<file path="config.mk">
export PLATFORM = sky130hd
export DESIGN_NAME = isoch_slot_length_pacer_unit
export DESIGN_NICKNAME = d
export VERILOG_FILES = /design/src/hw/rtl/slp_pkg.sv /design/src/hw/rtl/slp_cfg.sv /design/src/hw/rtl/slp_gen.sv /design/src/hw/rtl/slp_out.sv /design/src/hw/rtl/isoch_slot_length_pacer_unit.sv
export SDC_FILE = /design/constraint.sdc
export NUM_CORES = 1
export LEC_CHECK = 0
export BUFFER_PORTS_ARGS = -buffer_cell sky130_fd_sc_hd__buf_2
export CORE_MARGIN = 1.5
export CORE_UTILIZATION = 50
export CTS_BUF_LIST = sky130_fd_sc_hd__clkbuf_2
export DETAILED_ROUTE_END_ITERATION = 10
export PLACE_DENSITY = 0.75
export SETUP_SLACK_MARGIN = 0.4
export SYNTH_ARGS = -nofsm -noshare
export SYNTH_HDL_FRONTEND = slang
export SYNTH_SLANG_ARGS = --single-unit
</file>
<file path="constraint.sdc">
create_clock -name clk -period 3.9 [get_ports clk]
set_clock_uncertainty 0.15 [all_clocks]
set_input_delay 0.585 -clock clk [delete_from_list [all_inputs] [get_ports clk]]
set_output_delay 0.585 -clock clk [all_outputs]
set_load 0.05 [all_outputs]
</file>
<file path="src/hw/rtl/slp_pkg.sv">
// ----------------------------------------------------------------------------
// slp_pkg
// Shared constants and types for the isochronous slot length pacer.
// ----------------------------------------------------------------------------
`timescale 1ns / 1ps
`default_nettype none

package slp_pkg;

  localparam int FRAMES_PER_BUFFER = 4;
  localparam int SLOTS_PER_FRAME   = 8;
  localparam int NUM_SLOTS         = FRAMES_PER_BUFFER * SLOTS_PER_FRAME;
  localparam int SLOT_W            = $clog2(NUM_SLOTS);

  localparam int LEN_W    = 11;
  localparam int OFS_W    = 15;
  localparam int TOTAL_W  = 16;
  localparam int IDX_W    = 5;
  localparam int CNT_W    = 8;
  localparam int REM_W    = 4;
  localparam int CFG_IDX_W  = 3;
  localparam int CFG_DATA_W = 11;
  localparam int IN_DATA_W  = 8;
  localparam int OUT_DATA_W = 48;

  localparam logic [CNT_W-1:0] PERIOD_RESET = 8'h50;

  typedef enum logic [CFG_IDX_W-1:0] {
    REG_DIRECTION_IN     = 3'd0,
    REG_BYTES_EVEN       = 3'd1,
    REG_BYTES_ODD        = 3'd2,
    REG_SAMPLE_REMAINDER = 3'd3,
    REG_PACING_PERIOD    = 3'd4
  } slp_reg_idx_t;

  typedef struct packed {
    logic               direction_in;
    logic [LEN_W-1:0]   bytes_even;
    logic [LEN_W-1:0]   bytes_odd;
    logic [REM_W-1:0]   sample_remainder;
    logic [CNT_W-1:0]   pacing_period;
  } slp_cfg_t;

  typedef struct packed {
    logic               buffer_select;
    logic [IDX_W-1:0]   slot_index;
    logic [LEN_W-1:0]   transfer_length;
    logic [OFS_W-1:0]   buffer_offset;
    logic               interrupt_on_complete;
    logic [TOTAL_W-1:0] total_bytes;
    logic               last;
  } slp_desc_t;

endpackage

`default_nettype wire

</file>
<file path="src/hw/rtl/slp_cfg.sv">
// ----------------------------------------------------------------------------
// slp_cfg
// Configuration register file written through the cfg channel.
// ----------------------------------------------------------------------------
`timescale 1ns / 1ps
`default_nettype none

module slp_cfg
  import slp_pkg::*;
(
  input  wire logic                  clk,
  input  wire logic                  rst_n,
  input  wire logic                  cfg_valid,
  output logic                       cfg_ready,
  input  wire logic [CFG_IDX_W-1:0]  cfg_index,
  input  wire logic [CFG_DATA_W-1:0] cfg_data,
  output slp_cfg_t                   cfg
);

  slp_cfg_t cfg_r;
  logic     wr;

  assign cfg_ready = 1'b1;
  assign wr        = cfg_valid & cfg_ready;
  assign cfg       = cfg_r;

  always_ff @(posedge clk) begin
    if (!rst_n) begin
      cfg_r.direction_in     <= 1'b0;
      cfg_r.bytes_even       <= '0;
      cfg_r.bytes_odd        <= '0;
      cfg_r.sample_remainder <= '0;
      cfg_r.pacing_period    <= PERIOD_RESET;
    end else if (wr) begin
      unique case (cfg_index)
        REG_DIRECTION_IN:     cfg_r.direction_in     <= cfg_data[0];
        REG_BYTES_EVEN:       cfg_r.bytes_even       <= cfg_data[LEN_W-1:0];
        REG_BYTES_ODD:        cfg_r.bytes_odd        <= cfg_data[LEN_W-1:0];
        REG_SAMPLE_REMAINDER: cfg_r.sample_remainder <= cfg_data[REM_W-1:0];
        REG_PACING_PERIOD:    cfg_r.pacing_period    <= cfg_data[CNT_W-1:0];
        default: ;
      endcase
    end
  end

endmodule

`default_nettype wire

</file>
<file path="src/hw/rtl/slp_gen.sv">
// ----------------------------------------------------------------------------
// slp_gen
// Slot sequencer: walks the slots of one refill, computes length, offset and
// running total, and keeps the pacing countdown.
// ----------------------------------------------------------------------------
`timescale 1ns / 1ps
`default_nettype none

module slp_gen
  import slp_pkg::*;
(
  input  wire logic     clk,
  input  wire logic     rst_n,
  input  wire slp_cfg_t cfg,
  input  wire logic     start,
  input  wire logic     start_sel,
  input  wire logic     advance,
  output logic          busy,
  output logic          final_slot,
  output slp_desc_t     desc
);

  logic               busy_r,  busy_nxt;
  logic [SLOT_W-1:0]  slot_r,  slot_nxt;
  logic               sel_r,   sel_nxt;
  logic [TOTAL_W-1:0] total_r, total_nxt;
  logic [CNT_W-1:0]   cnt_r,   cnt_nxt;

  logic [CNT_W-1:0]   cnt_dec;
  logic               catch_up;
  logic [LEN_W-1:0]   len;
  logic [TOTAL_W-1:0] total_sum;
  logic               step;

  assign busy       = busy_r;
  assign step       = busy_r & advance;
  assign final_slot = (slot_r == SLOT_W'(NUM_SLOTS - 1));
  assign catch_up   = {1'b0, cnt_r} < {4'b0, cfg.sample_remainder, 1'b0};
  assign cnt_dec    = cnt_r - 1'b1;
  assign total_sum  = total_r + TOTAL_W'(len);

  always_comb begin
    if (cfg.direction_in) begin
      len = cfg.bytes_even;
    end else if (slot_r[0] && !catch_up) begin
      len = cfg.bytes_odd;
    end else begin
      len = cfg.bytes_even;
    end
  end

  always_comb begin
    desc.buffer_select         = sel_r;
    desc.slot_index            = IDX_W'(slot_r);
    desc.transfer_length       = len;
    desc.buffer_offset         = total_r[OFS_W-1:0];
    desc.interrupt_on_complete = final_slot;
    desc.total_bytes           = total_sum;
    desc.last                  = final_slot;
  end

  always_comb begin
    busy_nxt  = busy_r;
    slot_nxt  = slot_r;
    sel_nxt   = sel_r;
    total_nxt = total_r;
    cnt_nxt   = cnt_r;
    if (step) begin
      slot_nxt  = slot_r + 1'b1;
      total_nxt = total_sum;
      if (final_slot) begin
        busy_nxt = 1'b0;
      end
      if (!cfg.direction_in) begin
        cnt_nxt = (cnt_dec == '0) ? cfg.pacing_period : cnt_dec;
      end
    end
    if (start) begin
      busy_nxt  = 1'b1;
      slot_nxt  = '0;
      sel_nxt   = start_sel;
      total_nxt = '0;
    end
  end

  always_ff @(posedge clk) begin
    if (!rst_n) begin
      busy_r  <= 1'b0;
      slot_r  <= '0;
      total_r <= '0;
      cnt_r   <= PERIOD_RESET;
    end else begin
      busy_r  <= busy_nxt;
      slot_r  <= slot_nxt;
      total_r <= total_nxt;
      cnt_r   <= cnt_nxt;
    end
  end

  always_ff @(posedge clk) begin
    sel_r <= sel_nxt;
  end

endmodule

`default_nettype wire

</file>
<file path="src/hw/rtl/slp_out.sv">
// ----------------------------------------------------------------------------
// slp_out
// Result register: holds one descriptor until the downstream side takes it.
// ----------------------------------------------------------------------------
`timescale 1ns / 1ps
`default_nettype none

module slp_out
  import slp_pkg::*;
(
  input  wire logic      clk,
  input  wire logic      rst_n,
  input  wire logic      load,
  input  wire slp_desc_t desc_in,
  output logic           can_load,
  output logic           out_valid,
  input  wire logic      out_ready,
  output slp_desc_t      desc_out
);

  logic      valid_r, valid_nxt;
  slp_desc_t desc_r;

  assign can_load  = !valid_r || out_ready;
  assign out_valid = valid_r;
  assign desc_out  = desc_r;

  always_comb begin
    valid_nxt = valid_r;
    if (can_load) begin
      valid_nxt = load;
    end
  end

  always_ff @(posedge clk) begin
    if (!rst_n) begin
      valid_r <= 1'b0;
    end else begin
      valid_r <= valid_nxt;
    end
  end

  always_ff @(posedge clk) begin
    if (can_load && load) begin
      desc_r <= desc_in;
    end
  end

endmodule

`default_nettype wire

</file>
<file path="src/hw/rtl/isoch_slot_length_pacer_unit.sv">
// ----------------------------------------------------------------------------
// isoch_slot_length_pacer_unit
// Top level: one refill request in, one slot descriptor out per slot.
// ----------------------------------------------------------------------------
// Each request on the in_ channel produces 32 slot descriptors on the out_
// channel, one per cycle while the output is not stalled. The next request
// is taken in the cycle the final descriptor of the current one enters the
// result register, so back-to-back requests stream without gaps.
// Configuration writes are taken in every cycle and should only be issued
// while idle.
`timescale 1ns / 1ps
`default_nettype none

module isoch_slot_length_pacer_unit
  import slp_pkg::*;
(
  input  wire logic                  clk,
  input  wire logic                  rst_n,
  input  wire logic                  in_tvalid,
  output logic                       in_tready,
  input  wire logic [IN_DATA_W-1:0]  in_tdata,   // [0] buffer_select
  output logic                       out_tvalid,
  input  wire logic                  out_tready,
  output logic [OUT_DATA_W-1:0]      out_tdata,  // [4:0] slot_index, [15:5] transfer_length,
                                                 // [30:16] buffer_offset,
                                                 // [31] interrupt_on_complete,
                                                 // [47:32] total_bytes
  output logic                       out_tuser,  // [0] buffer_select_out
  output logic                       out_tlast,
  input  wire logic                  cfg_valid,
  output logic                       cfg_ready,
  input  wire logic [CFG_IDX_W-1:0]  cfg_index,
  input  wire logic [CFG_DATA_W-1:0] cfg_data
);

  slp_cfg_t  cfg;
  slp_desc_t gen_desc;
  slp_desc_t res_desc;
  logic      busy;
  logic      final_slot;
  logic      can_load;
  logic      start;

  assign in_tready = !busy || (can_load && final_slot);
  assign start     = in_tvalid && in_tready;

  slp_cfg u_cfg (
    .clk       (clk),
    .rst_n     (rst_n),
    .cfg_valid (cfg_valid),
    .cfg_ready (cfg_ready),
    .cfg_index (cfg_index),
    .cfg_data  (cfg_data),
    .cfg       (cfg)
  );

  slp_gen u_gen (
    .clk        (clk),
    .rst_n      (rst_n),
    .cfg        (cfg),
    .start      (start),
    .start_sel  (in_tdata[0]),
    .advance    (can_load),
    .busy       (busy),
    .final_slot (final_slot),
    .desc       (gen_desc)
  );

  slp_out u_out (
    .clk       (clk),
    .rst_n     (rst_n),
    .load      (busy),
    .desc_in   (gen_desc),
    .can_load  (can_load),
    .out_valid (out_tvalid),
    .out_ready (out_tready),
    .desc_out  (res_desc)
  );

  assign out_tdata = {res_desc.total_bytes, res_desc.interrupt_on_complete,
                      res_desc.buffer_offset, res_desc.transfer_length,
                      res_desc.slot_index};
  assign out_tuser = res_desc.buffer_select;
  assign out_tlast = res_desc.last;

endmodule

`default_nettype wire
</file>
* Word level (Yosys, flattened, before mapping)
Index checks and enable logic that the tools add are counted.
Storage, ports and cells: logic and storage cells 56, RAM bits 0, memories 0, register bits after elaboration 116, output and inout port bits 53, memory bits (read-only) 0, latch bits 0
Operators by class: equal/unequal tests 5, div/mod/pow operators 0, order comparisons 1, bitwise operators 3, $add $sub $neg 3, shifts and indexed selects 0, muxes and demuxes 6, reduce and logical (&&, ||, !) cells 21, multiply operators 0
Operators by type and width (number):
- $mux 11 | 2
- $add 16x11->16 | 1
- $reduce_and 2->1 | 7
- $logic_not 8->1 | 1
- $lt 8x5->1 | 1
- $mux 8 | 1
- $sub 8x1->8 const B | 1
- $eq 3x2->1 const B | 2
- $add 5x1->5 const B | 1
- $eq 5x5->1 const B | 1
- $logic_and 1x1->1 | 4
- $reduce_bool 2->1 | 2
- $eq 3x1->1 const B | 1
- $eq 3x3->1 const B | 1
- $logic_not 1->1 | 3
- $logic_not 3->1 | 1
- $mux 1 | 3
- $logic_or 1x1->1 | 2
- $not 1->1 | 2
- $reduce_or 2->1 | 1
- $and 1x1->1 | 1

* Longest topological paths before layout
Gate-level depths: netlist of the first run.
depth in word-level cells 7, gate-level depth with buffers 16

* Cells and area by module
Synthesis of the first run repeated with hierarchy kept, for this count alone.
Second synthesis, totals: cell total of the unflattened synthesis 469, area, all modules 5220.0 µm²
By module, submodules not included:
- slp_gen | area an instance 2280.9 µm², seq. area each 630.6 µm², instances 1, cells each 277
- slp_out | area an instance 1559.0 µm², seq. area each 1521.5 µm², instances 1, cells each 55
- slp_cfg | area an instance 1361.3 µm², seq. area each 700.7 µm², instances 1, cells each 134
- isoch_slot_length_pacer_unit | area an instance 18.8 µm², seq. area each 0.0 µm², instances 1, cells each 3

* Worst setup path before layout of the first run
OpenSTA, ideal clock, no wires.
kind reg2reg, start register u_gen.cnt_r[2], end register u_out.desc_r (netlist bit u_out.desc_out[16]) (data pin), setup slack -0.076 ns, required time 3.488 ns, setup time 0.262 ns, cell stages (with the launch flop) 15, data arrival time 3.563 ns, cell sequence dfxtp_1 > ha_1 > a21boi_0 > o21a_1 > o21ai_0 > a21oi_1 > clkbuf_1 > mux2_2 > ha_1 > and2_1 > a221oi_1 > a21oi_1 > o31ai_1 > a21oi_1 > xor2_1
RTL lines:
- start: declaration | line slp_gen.sv:27 | logic [CNT_W-1:0] cnt_r, cnt_nxt;
- start signal: assignment | line slp_gen.sv:96 | cnt_r <= cnt_nxt;
- end signal: assignment | line slp_out.sv:45 | desc_r <= desc_in;
- end: declaration | line slp_out.sv:22 | slp_desc_t desc_r;

==> results.cfg, run 1 <==
[clocking]
htree_num_levels = 4
root_buffer = clkbuf_2
clkSinkCount = 116
clock_path_buffers = 2
cts_buffers = 17
insertion_delay_ps = 650
cts.reportedPaths.clkPinSlew_ps = 160
tritoncts = yes

[synth]
synth_seq_area_share = 0.5587
synth_top_cell_by_area = edfxtp_1
synth_top_flop_cell = dfxtp_1
synth_edf_count = 50
yosysWarnings = 0
avgSynthCellArea_sq_um = 10.00
yosysTopAreaCellShare = 0.2972
syn_inst = 505
async_flop_share = 0
ys_ff_latch = 116
synth_area_sq_mm = 0.005052
ys_types = 52
synth_nets = 552
synth.area.top_cells = edfxtp_1 30%, dfxtp_1 26%, nand2_1 7.7%

[critical_path]
r2r_setup_slack_ps = 330
arrival_ps = 3830
crit_family = compound AO/OA/AOI/OAI gates
r2r_start = u_gen.cnt_r[2]$_SDFFE_PN0P_
worstPathCellList = ha_4, a21boi_2, o21a_1, o21ai_2, a21oi_2, buf_6, buf_4, mux2_4, ha_4, and3_4, a22o_4, o31ai_4, a21oi_2, xor2_1
ff2ff_path_depth = 14
critPathBufInv = 2
worstPathRequired_ps = 4160
reg2reg_to = u_out.desc_out[14]$_DFFE_PP_
cp-end-kind = flop
cp_max_fo = 8
max_stage_delay_ps = 390
crit_slowest_cell = dfxtp_4
start_kind = flop
crit_type = reg -> reg

[job]
maxCapViolations = 0

[cells_and_area]
fillerInstances = 751
diodes = 0
area_growth_pct = 24.86
drive_above_1_share = 0.2869
ff_latch_area_sq_mm = 0.002828
final_nets = 651
multi_input_area_sq_mm = 0.002365

[floorplan]
fp.dieArea_sq_mm = 0.01072
row_count = 36
fp.dieW_um = 103.5
start_util = 0.5169
io_pins = 80
die_h_um = 103.5
core_sq_mm = 0.009774

[routing]
wl_per_cell_um = 14.57
wl_met2_um = 5497
detail_route.drc_violations = 0
via_per_inst = 5.355
antenna_left = 0
m1WireLength_um = 4640
drtIter0Drc = 165
drt_wl_total_um = 10930
drtPass1Iterations = 6
detailroute.via_count = 4016
wl_met3_um = 621
top_layer = met4

[placement]
io_buffer_count = 71
place_congestion = 0.8562
dp.final_hpwl_um = 7178

[timing]
fin_crit_sh = 0.9153
tightest_slew_ps = 1176
period_minus_slack_ps = 3570
tns_ps = 0
hold_viol_final = 0
slew_viol_final = 0
finalSetupViolCount = 0
slew_headroom = 0.2154
max_freq_mhz = 280.1
rsz0062_at_grt = yes

[min_path]
worstHoldEndpoint = u_gen.busy$_SDFFE_PN0P_
hold_class = in -> reg
hp-start = in_tvalid
hold_depth = 3

[power]
power.total_mw = 2.461
leakagePower_nw = 2.480
power_density_mw_per_mm2 = 390.2
ir_drop_v = 0.0001782

[grt]
grt_usage = 0.2041
grt_max_degree = 40
grt_pass1_wl_um = 17280
antenna_found_initial = 0
grt_pass1_vias = 3639
grt-ovfl-total = 0

[outcome]
outcome = finished, final reports clean
-- layer usage --
layer  vias to the layer above  track usage
li1                       1974            -
met1                      1884       0.2449
met2                       142       0.3452
met3                        16      0.05979
met4                         0      0.08135
met5                         -            0
-- cells in the mapped netlist, drive strengths merged (11+ instances only) --
cell	n
inv	14
clkbuf	18
nand3	16
a21oi	61
nand2	104
nor2	28
ha	19
mux2	11
o21ai	15
dfxtp	66
edfxtp	50
xnor2	12
-- flip-flops by register name, summed over array words and instances, names as in the netlist --
register and flops:
u_gen.sel_r 1, u_gen.cnt_r 8, u_out.desc_out 49, u_gen.total_r 16, u_gen.slot_r 5, u_cfg.cfg 35, u_out.out_valid 1, u_gen.busy 1
-- cells in the final DEF, fill, tap and decap left out, drive strengths merged, types with 16 or more instances in the layout --
cell type | netlist | final
ha | 19 | 19
dfxtp | 66 | 66
nand3 | 16 | 16
a21oi | 61 | 61
nand2 | 104 | 104
nor2 | 28 | 28
edfxtp | 50 | 50
buf | 6 | 91
clkbuf | 18 | 20
-- worst reg2reg max path: stages, from the launching register on --
cell	delay, ps
dfxtp_4	390
ha_4	220
a21boi_2	140
o21a_1	190
o21ai_2	150
a21oi_2	70
buf_6	160
buf_4	150
mux2_4	340
ha_4	270
and3_4	200
a22o_4	280
o31ai_4	350
a21oi_2	120
xor2_1	160
-- how the worst max path moves through the flow --
stage | from | to | slack, ps | cells after the start
finish | u_gen.cnt_r[2]$_SDFFE_PN0P_ | u_out.desc_out[14]$_DFFE_PP_ | 330 | 14
global route | u_cfg.cfg[9]$_SDFFE_PN0P_ | u_out.desc_out[11]$_DFFE_PP_ | 230 | 16
CTS | u_cfg.cfg[9]$_SDFFE_PN0P_ | u_out.desc_out[11]$_DFFE_PP_ | 380 | 16
detailed placement | u_gen.cnt_r[2]$_SDFFE_PN0P_ | u_out.desc_out[11]$_DFFE_PP_ | 80 | 15
global placement | u_gen.cnt_r[2]$_SDFFE_PN0P_ | u_out.desc_out[11]$_DFFE_PP_ | 200 | 15
floorplan | u_gen.cnt_r[2]$_SDFFE_PN0P_ | u_out.desc_out[16]$_DFFE_PP_ | 410 | 14
-- final cells by class --
type	count	share of cell area
Timing Repair Buffer	104	0.1045
Sequential cell	116	0.4482
Clock inverter	12	0.02182
Clock buffer	20	0.01587
Tap cell	133	0.02638
Multi-Input combinational cell	351	0.3749
Inverter	14	0.008330
-- report_power, final --
group          switching [mW]  internal [mW]
clock                   0.431          0.357
combinational           0.234          0.100
sequential             0.0232           1.32
-- logic make-up (layout without fill, tap and decap cells) --
group / count (synthesis) / in the layout / share of synthesized area
AOI/OAI and AO/OA: 104 / 104 / 0.1191
xor gates and xnor gates: 20 / 20 / 0.03467
adders and majority gates: 20 / 20 / 0.05102
buffers and inverters: 38 / 150 / 0.02971
DFF: 116 / 116 / 0.5587
muxes: 19 / 19 / 0.04037
other: 1 / 1 / 0.0007422
and+or+nand+nor: 187 / 187 / 0.1657
-- timing repair --
action / 4_1_cts / 5_1_grt
resized for setup: 37 / 17
endpoints found under the setup margin: 20 / 18
pin swaps: 15 / 21
setup buffers: 9 / 4
hold buffers: 12 / 1
hold endpoints to repair: 26 / 1
-- per-stage QoR --
stage	std cells	setup WS, ps	hold slack, ps	area [sq um]	util
2_1_floorplan	505	413.8	250.3	5087	-
3_3_place_gp	692	201.5	253.7	5559	0.5687
3_5_place_dp	692	76.13	283.0	5559	0.5687
4_1_cts	745	377.9	3.931	6160	0.6302
5_1_grt	750	228.1	25.18	6309	0.6454
6_report	750	330.3	102.6	6309	0.6454
No activity file was read; power rests on OpenSTA's default activity.
==> run 2, diff against run 1 <==
CTS_BUF_LIST = default   (was sky130_fd_sc_hd__clkbuf_2)
==> results.cfg, run 2 (synthesis gave the netlist of run 1 again) <==
[critical_path]
reg2reg_to = u_out.desc_out[12]$_DFFE_PP_
worstPathRequired_ps = 4020
crit_type = reg -> reg
worstPathCellList = inv_2, ha_4, a21boi_2, o21a_1, o21ai_2, a21oi_2, buf_6, buf_4, mux2_4, ha_4, and3_4, a22o_4, o31ai_4, nand2_1, xor2_1
arrival_ps = 3620
r2r_start = u_cfg.cfg[9]$_SDFFE_PN0P_
cp_max_fo = 8
crit_family = compound AO/OA/AOI/OAI gates
crit_slowest_cell = o31ai_4
max_stage_delay_ps = 350
crit_cells = 15
cp-end-kind = flop
crit_path_frequent_cell = ha_4
crit_start = u_cfg.cfg[9]$_SDFFE_PN0P_
r2r_setup_slack_ps = 400
start_kind = flop
critPathBufInv = 3
crit_end = u_out.desc_out[12]$_DFFE_PP_
ff2ff_path_depth = 15

[timing]
hold_viol_final = 0
tns_ps = 0
period_minus_slack_ps = 3501
slew_viol_final = 0
tightest_slew_ps = 1225
finalSetupViolCount = 0
fin_crit_sh = 0.8976
max_freq_mhz = 285.7
slew_headroom = 0.1825
rsz0062_at_grt = yes

[cells_and_area]
diodes = 0
final_nets = 637
fillerInstances = 740
utilization = 0.6631
area_growth_pct = 28.28
layout_common_cells = 104 x nand2_1, 71 x buf_2, 64 x dfxtp_1
layout_commonest_cell = nand2_1
largest_register_ffs = 49
drive_above_1_share = 0.2952

[clocking]
cts_buffers = 17
cts.reportedPaths.clkPinSlew_ps = 60
insertion_delay_ps = 530
htree_num_levels = 4
tritoncts = yes
clkSinkCount = 116
clock_path_buffers = 2
root_buffer = clkbuf_8

[power]
power_density_mw_per_mm2 = 480.6
ir_drop_v = 0.0002707
leakagePower_nw = 2.547

[grt]
grt_pass1_vias = 3677
grt_pass1_wl_um = 17310
grt_usage = 0.2056
grt_max_degree = 40
antenna_found_initial = 0
grt-ovfl-total = 0

[floorplan]
core_sq_mm = 0.009774
io_pins = 80
row_count = 36
fp.dieW_um = 103.5
fp.dieArea_sq_mm = 0.01072
start_util = 0.5169
die_h_um = 103.5

[routing]
detailroute.via_count = 4015
antenna_left = 0
drt_wl_total_um = 11240
drtIter0Drc = 228
wl_per_cell_um = 15.27
drtPass1Iterations = 5
detail_route.drc_violations = 0
via_per_inst = 5.455

[job]
maxCapViolations = 0

[outcome]
outcome = finished, final reports clean

[placement]
place_congestion = 0.8562
io_buffer_count = 71
dp.final_hpwl_um = 7178

[min_path]
hold_class = in -> reg
run 2: cell count changes in the layout (fill, tap and decap cells not counted), sizes merged:
| cell | before | now |
|---|---|---|
| dlygate4sd3 | 13 | 0 |
| buf | 91 | 90 |
| bufinv | 3 | 0 |
| clkbuf | 20 | 25 |
| clkinv | 8 | 6 |
run 2: final cells by class:
class,count,area [sq um],area share
Clock buffer,25,528.0,0.08147
Clock inverter,7,40.04,0.006178
Inverter,14,52.55,0.008108
Multi-Input combinational cell,351,2357,0.3637
Sequential cell,116,2828,0.4363
Tap cell,133,166.4,0.02568
Timing Repair Buffer,90,509.2,0.07857
run 2: timing repair:
action / in CTS / in global routing
buffers inserted: 11 / 1
hold buffers: 0 / 0
resized for setup: 34 / 19
pin swaps: 18 / 20
setup endpoints to repair: 20 / 19
gates cloned: 0 / 0
run 2: worst min path at each step:
stage                          start                            to  cells past startpoint
5_1_grt                  in_tdata[0]         u_gen.sel_r$_DFFE_PP_                      1
6_report                 in_tdata[0]         u_gen.sel_r$_DFFE_PP_                      1
3_3_place_gp   u_gen.sel_r$_DFFE_PP_  u_out.desc_out[49]$_DFFE_PP_                      0
2_1_floorplan  u_gen.sel_r$_DFFE_PP_  u_out.desc_out[49]$_DFFE_PP_                      0
3_5_place_dp   u_gen.sel_r$_DFFE_PP_  u_out.desc_out[49]$_DFFE_PP_                      0
4_1_cts                  in_tdata[0]         u_gen.sel_r$_DFFE_PP_                      1
run 2: metrics by stage:
step	worst slack, ps	hold slack [ps]	area (sq um)	power (mW)	cells
global placement	201.5	253.7	5559	1.658	692
detailed placement	76.13	283.0	5559	1.666	692
floorplan	413.8	250.3	5087	1.592	505
finish	399.3	88.30	6481	3.115	736
CTS	374.3	72.03	6367	3.114	735
global route	237.1	77.47	6481	3.199	736
run 2: power breakdown:
part | internal [mW] | switching (mW)
Combinational | 0.0911 | 0.234
Sequential | 1.32 | 0.0234
Clock | 0.923 | 0.526
run 2: worst reg2reg max path: stages, from the launching register on:
cell and delay, ps:
dfxtp_2 330, inv_2 40, ha_4 220, a21boi_2 140, o21a_1 170, o21ai_2 130
a21oi_2 70, buf_6 150, buf_4 150, mux2_4 340, ha_4 250, and3_4 200
a22o_4 280, o31ai_4 360, nand2_1 110, xor2_1 150
run 2: routing by layer:
metal  global-route usage  routed length, um
met2               0.3457               5584
met1               0.2428               4634
met4               0.1042                295
met3              0.05475                724
met5                    0                  0
==> run 3, diff against run 2 <==
CTS_CLUSTER_SIZE = 40   (was default)
MAX_ROUTING_LAYER = met4   (was default)
==> results.cfg, run 3 (synthesis gave the netlist of run 1 again) <==
[power]
pwr-share-clk = 0.465
p_switching_uw = 781.9
ir_drop_v = 0.0002702
leakagePower_nw = 2.547
power_density_mw_per_mm2 = 480.4
combPwrFrac = 0.104
seqPwrFrac = 0.430
internal_power_mw = 2.332
power.total_mw = 3.114
switching_share = 0.2511

[clocking]
htree_num_levels = 4
clock_path_buffers = 2
clkSinkCount = 116
cts.reportedPaths.clkPinSlew_ps = 60
tritoncts = yes
insertion_delay_ps = 520
cts_buffers = 17
root_buffer = clkbuf_8
ctsHoldBuffers = 0

[placement]
dp.final_hpwl_um = 7178
place_congestion = 0.8698
dp_slack_ps = 76.13
io_buffer_count = 71

[timing]
finalSetupViolCount = 0
period_minus_slack_ps = 3498
rsz0062_at_grt = yes
fin_crit_sh = 0.8970
finalWorstSetupSlack_ps = 401.8
hold_slack_ps = 88.11
slew_viol_final = 0
slew_headroom = 0.1937
tns_ps = 0
max_freq_mhz = 285.9
hold_viol_final = 0
tightest_slew_ps = 1208

[floorplan]
row_count = 36
core_sq_mm = 0.009774
io_pins = 80
fp.dieArea_sq_mm = 0.01072
start_util = 0.5169
die_h_um = 103.5
fp.dieW_um = 103.5

[cells_and_area]
multi_input_area_sq_mm = 0.002357
largest_register_ffs = 49
fillerInstances = 740
drive_above_1_share = 0.2952
layout_commonest_cell = nand2_1
final_nets = 637
area_growth_pct = 28.28
ff_latch_area_sq_mm = 0.002828
layout_common_cells = 104 x nand2_1, 71 x buf_2, 64 x dfxtp_1
diodes = 0

[critical_path]
ff2ff_path_depth = 15
crit_start = u_cfg.cfg[9]$_SDFFE_PN0P_
reg2reg_to = u_out.desc_out[12]$_DFFE_PP_
worstPathRequired_ps = 4010
r2r_setup_slack_ps = 400
crit_path_frequent_cell = ha_4
critPathBufInv = 3
worstPathCellList = inv_2, ha_4, a21boi_2, o21a_1, o21ai_2, a21oi_2, buf_6, buf_4, mux2_4, ha_4, and3_4, a22o_4, o31ai_4, nand2_1, xor2_1
cp-end-kind = flop
crit_family = compound AO/OA/AOI/OAI gates
arrival_ps = 3610
start_kind = flop
crit_slowest_cell = o31ai_4
crit_type = reg -> reg
max_stage_delay_ps = 350
cp_max_fo = 8
r2r_start = u_cfg.cfg[9]$_SDFFE_PN0P_

[routing]
via_per_inst = 5.428
drtIter0Drc = 238
top_layer = met4
wl_met2_um = 5550
wl_per_cell_um = 15.29
wl_met3_um = 705
antenna_left = 0
detail_route.drc_violations = 0
drt_wl_total_um = 11250
detailroute.via_count = 3995
m1WireLength_um = 4715
drtPass1Iterations = 5

[min_path]
hp-start = in_tdata[0]
hold_depth = 1
worstHoldEndpoint = u_gen.sel_r$_DFFE_PP_
hold_class = in -> reg

[grt]
grt-ovfl-total = 0
grt_pass1_wl_um = 17350
antenna_found_initial = 0
grt_usage = 0.2119
grt_pass1_vias = 3681
grt_max_degree = 40

[job]
maxCapViolations = 0

[outcome]
outcome = finished, final reports clean
==> run 3: cell counts in the layout (fill, tap and decap cells not counted) <==
Identical to the previous run, type by type.
==> run 3: worst max path at each step <==
stage	end	slack, ps	cells after the start
after floorplan	u_out.desc_out[16]$_DFFE_PP_	410	14
after global placement	u_out.desc_out[11]$_DFFE_PP_	200	15
after detailed placement	u_out.desc_out[11]$_DFFE_PP_	80	15
after CTS	u_out.desc_out[12]$_DFFE_PP_	370	15
after global routing	u_out.desc_out[10]$_DFFE_PP_	240	15
final	u_out.desc_out[12]$_DFFE_PP_	400	15
==> run 3: routing by layer <==
metal / global-route usage / up-vias
li1: - / 1933
met1: 0.2436 / 1881
met2: 0.3457 / 156
met3: 0.05475 / 25
met4: 0.1042 / 0
met5: - / -
==> run 3: area by class of cell <==
type,instances,area share
Clock buffer,25,0.08147
Clock inverter,7,0.006178
Inverter,14,0.008108
Multi-Input combinational cell,351,0.3637
Sequential cell,116,0.4363
Tap cell,133,0.02568
Timing Repair Buffer,90,0.07857
==> run 3: power groups by stage <==
| stage | sequential [mW] | clock [mW] | combinational (mW) |
|---|---|---|---|
| CTS | 1.34 | 1.46 | 0.316 |
| finish | 1.34 | 1.45 | 0.325 |
| detailed placement | 1.37 | 0 | 0.301 |
| floorplan | 1.47 | 0 | 0.126 |
| global placement | 1.36 | 0 | 0.295 |
| global route | 1.35 | 1.51 | 0.347 |
==> run 3: what timing repair did <==
item	CTS	global route
pin swaps	18	20
resized for setup	34	19
endpoints found under the hold margin	0	0
setup endpoints to repair	20	19
buffers inserted	11	1
==> run 3: stage by stage <==
stage          cell area [sq um]  cells  utilization
3_5_place_dp                5559    692       0.5687
3_3_place_gp                5559    692       0.5687
2_1_floorplan               5087    505            -
5_1_grt                     6481    736       0.6631
6_report                    6481    736       0.6631
4_1_cts                     6367    735       0.6514
